File: src/design/vlrf_ram.sv
`timescale 1ns / 1ps
// ----------------------------------------------------------------------------
// vlrf_ram
// Generic single-write, single-read RAM with registered read data.
// ----------------------------------------------------------------------------
module vlrf_ram #(
    parameter int WIDTH = 8,
    parameter int DEPTH = 256
) (
    input  logic                     clk,
    input  logic                     we,
    input  logic [$clog2(DEPTH)-1:0] waddr,
    input  logic [WIDTH-1:0]         wdata,
    input  logic                     re,
    input  logic [$clog2(DEPTH)-1:0] raddr,
    output logic [WIDTH-1:0]         rdata
);

    logic [WIDTH-1:0] mem [DEPTH];
    logic [WIDTH-1:0] rdata_reg;

    always_ff @(posedge clk)
    begin
        if (we)
        begin
            mem[waddr] <= wdata;
        end
        if (re)
        begin
            rdata_reg <= mem[raddr];
        end
    end

    assign rdata = rdata_reg;

endmodule

File: config.mk
export PLATFORM = sky130hd
export DESIGN_NAME = vlrf_ram
export DESIGN_NICKNAME = d
export VERILOG_FILES = /design/src/design/vlrf_ram.sv
export SDC_FILE = /design/constraint.sdc
export NUM_CORES = 2
export LEC_CHECK = 0
export ABC_CLOCK_PERIOD_IN_PS = 8550
export CORE_ASPECT_RATIO = 0.8
export CORE_UTILIZATION = 25
export CTS_CLUSTER_DIAMETER = 40
export DETAILED_ROUTE_END_ITERATION = 8
export DONT_BUFFER_PORTS = 1
export PLACE_DENSITY = 0.48
export SLEW_MARGIN = 20
export SYNTH_ARGS = -nofsm -noshare
export SYNTH_HDL_FRONTEND = slang
export SYNTH_SLANG_ARGS = --single-unit
File: constraint.sdc
create_clock -name clk -period 8.55 [get_ports clk]
set_clock_uncertainty 0.05 [all_clocks]
set_input_delay 2.565 -clock clk [delete_from_list [all_inputs] [get_ports clk]]
set_output_delay 2.565 -clock clk [all_outputs]
set_load 0.01 [all_outputs]
---- Word-level counts from Yosys, hierarchy flattened ----
Memories as Yosys holds them, arrays and structs flattened. A register that Yosys moved wholly into a read port is not among the register bits.
Cells that the tools add are included.
cells by class
  muxes and demuxes ....................... 2
operator list
  cell    count
  $mux 1  2
storage, ports and cells
  flip-flop bits (word level) ............. 0
  RAM bits ................................ 2,048
  bits of input ports ..................... 27
  output and inout port bits .............. 8
  logic and storage cells ................. 3
  memories kept ........................... 1
memory list
  memory  words  width  read ports  clocked after memory_dff  write ports  RTL line  RTL
  mem     256    8      1           1                         1            19        logic [WIDTH-1:0] mem [DEPTH];

---- Longest topological paths before layout ----
  depth in word-level cells ............... 2
  depth in mapped cells ................... 11
  depth with buffers taken out ............ 6

---- Worst setup path after synthesis ----
OpenSTA, ideal clock, no wires.
  kind .................................... input port to flip-flop
  start ................................... in raddr[0]
  end ..................................... reg rdata_reg[2] (netlist: rdata[2]) (read register of mem) (data pin)
  setup time .............................. 0.269 ns
  arrival ................................. 4.372 ns
  data required time ...................... 8.231 ns
  path slack .............................. 3.859 ns
  stages .................................. 9
  path buffers ............................ 4
  cells stage by stage .................... buf_6 > buf_12 > buf_8 > buf_2 > mux4_2 > a22oi_1 > a21oi_1 > nor4_1 > nor4_2
RTL lines
  item         RTL line  RTL
  from (decl)  15        input logic [$clog2(DEPTH)-1:0] raddr,
  to (decl)    20        logic [WIDTH-1:0] rdata_reg;

==> out/results.ini <==
[timing]
tightestPinTransition_ns = 1.58
setup_viol = 0
rsz0062_at_grt = no
post-route-period-util_pct = 83.8
hold_slack_ns = 1.20
setup_tns_ns = 0
worst_slack_ns = 1.38
hold_viol_final = 0
period_needed_ns = 7.17
fmax_ghz = 0.140
relSlewSlack_pct = -5.65
slew_viol_final = 48

[power_and_ir_drop]
pwr-share-comb_pct = 3.8
netSwitchingPower_mw = 4.46
finalPower_mw = 21.2
leakage_nw = 27.0
p_per_area_mw_per_mm2 = 233
switching_share_pct = 21.0
p_int_mw = 16.8
clkPwrFrac_pct = 43.8
pwr-share-seq_pct = 52.4
max-vdd-ir-drop_v = 0.000179

[worst_setup_path]
cp-startpoint = raddr[1]
path_class = primary input to flip-flop
critPathArrivalTime_ns = 7.70
crit_required_ns = 9.08
crit_family = buffers and inverters
path_common_cell = buf_16
crit_path_end = rdata[0]
max_stage_delay_ns = 1.01
worstSetupEndpointType = flip-flop
rrSetupSlack_ns = 5.05
critPathBufInv = 4
cp.depth = 10
start_kind = primary input
ff2ff_path_depth = 6
crit_slowest_cell = nor4_1
critical_path.cell_chain = buf_16, buf_16, buf_16, nand3b_1, o22ai_1, o21ai_0, nand3_1, nor4_1, buf_4, nor4_2
r2r-start = mem[211][5]
r2r_end = rdata[5]
critPathMaxFanout = 197

[global_route]
grt_overflow = 0
grt_pass1_wl_mm = 305
grt_pass1_vias = 38681
grt_max_degree = 447
grt_usage_pct = 13.3
antenna_found_initial = 7

[drt]
finalWirelength_mm = 218
wl_per_cell_um = 26.8
routed_via_density = 4.72
via_count = 38386
drtAntennaViolNets = 0
drt_iter0_markers = 4342
dr.pass1.iters = 7
drc = 0

[clock_network]
cts_hold_buf = 0
clockRootBuffer = clkbuf_16
cts_setup_buffers = 0
ctsResizeCount = 0
cts.sinks = 2056
cts_buffers = 214
clk_path_buf_depth = 4
cts_tree = done
cts_max_level = 4
path_clk_slew_ns = 0.07
clkLatencyLatePin_ns = 0.85

[synth]
seq_area_frac_synth_pct = 77.5
synth_area_sq_mm = 0.0796
synthCells = 3733
synth_warnings = 0
syn-num-nets = 3760
synth_top_flop_cell = edfxtp_1
synth_seq_cells = 2056
async_reset_ff_share_pct = 0
synthDistinctLibCells = 54
synth_edf_count = 2056
avgSynthCellArea_sq_um = 21.3

[run]
cap_violations = 0

[placed_design]
dpl_cell_area_sq_mm = 0.0841
hpwl_mm = 120
portBuffers = 0
pre_cts_slack_ns = 0.347
gp_congestion = 0.754
dp.cells = 7743

[cells_and_area]
fin_cells = 8134
largest_reg_flops = 2048
nFillCells = 30792
final_cell_area_sq_mm = 0.0911
area_growth_pct = 14.4
final_core_util_pct = 28.9
nets = 3807
drive_above_1_share_pct = 21.7
final_cell_mix = edfxtp_1, mux4_2, nor2_1
mostFrequentLayoutCell = edfxtp_1

[floorplanning]
die_area_sq_mm = 0.321
coreArea_sq_mm = 0.315
initial_core_util_pct = 25.2
dieHeight_um = 507
num_rows = 184
io_pins = 35
die_x_um = 633

[run_status]
status = complete, but fails checks
violations = max-slew violations

[hold_path]
hold_path_class = flip-flop to flip-flop

==> cells by family after synthesis <==
family / count (synthesis) / synth area share [%]
and+or+nand+nor: 466 / 2.63
buffers and inverters: 235 / 1.83
DFF: 2056 / 77.5
muxes: 591 / 14.6
AOI/OAI and AO/OA: 385 / 3.42
==> power by group through the flow <==
stage               logic, mW  clock network, mW  registers, mW
detailed placement      0.741                  0           11.3
CTS                     0.743               9.50           11.1
finish                  0.798               9.31           11.1
global route            0.840               9.84           11.1
global placement        0.740                  0           11.3
floorplan               0.540                  0           11.3
==> how the worst min path moves through the flow <==
stage / start / end / depth (start not counted)
floorplan: mem[40][3] / rdata[3] / 6
global placement: mem[119][6] / rdata[6] / 5
detailed placement: mem[98][6] / rdata[6] / 5
CTS: mem[99][6] / rdata[6] / 5
global route: mem[118][6] / rdata[6] / 5
finish: mem[118][6] / rdata[6] / 5
==> cell usage after synthesis (all sizes together), types with 2 or more instances <==
cell,count,share of area [%]
a221oi,14,0.16
clkbuf,111,0.52
and3b,2,0.022
buf,122,1.3
or2,4,0.031
nand3,34,0.21
o32ai,5,0.064
a22o,8,0.088
mux2i,134,1.7
o22a,5,0.055
a211oi,16,0.15
mux4,456,13
a2111oi,5,0.066
nand3b,2,0.019
nor2,282,1.3
edfxtp,2056,78
o221ai,47,0.52
nand4,10,0.079
nand2,33,0.16
a31oi,2,0.016
a311oi,2,0.022
o21ai,12,0.075
and2,6,0.047
nor4,27,0.24
o211ai,10,0.094
a21oi,96,0.60
a22oi,133,1.3
o22ai,28,0.22
nor2b,31,0.24
nand2b,8,0.063
nor3,22,0.14
==> tightest hold or removal path: stages (launching register included) <==
cell and delay [ns]:
edfxtp_1 0.31, mux4_2 0.22, a22oi_1 0.08, a21oi_1 0.14, nor3_1 0.10, nor4_2 0.26
==> per-layer routing <==
metal | share of wire, % | vias up | GRT usage (%)
li1 | - | 15843 | -
met1 | 47 | 20988 | 20.0
met2 | 44 | 1295 | 19.4
met3 | 8.1 | 260 | 3.17
met4 | 1.8 | 0 | 2.57
met5 | 0 | - | 0
==> layout make-up <==
cell class                      count  area, sq um  area share (%)
Clock buffer                      254         5610            6.16
Clock inverter                    128         1270            1.39
Sequential cell                  2056        61700            67.7
Timing Repair Buffer               64          721           0.791
Multi-Input combinational cell   1442        16500            18.1
Antenna cell                        3         7.51         0.00824
Tap cell                         4185         5240            5.75
Inverter                            2         7.51         0.00824
No activity file was read; power rests on OpenSTA's default activity.
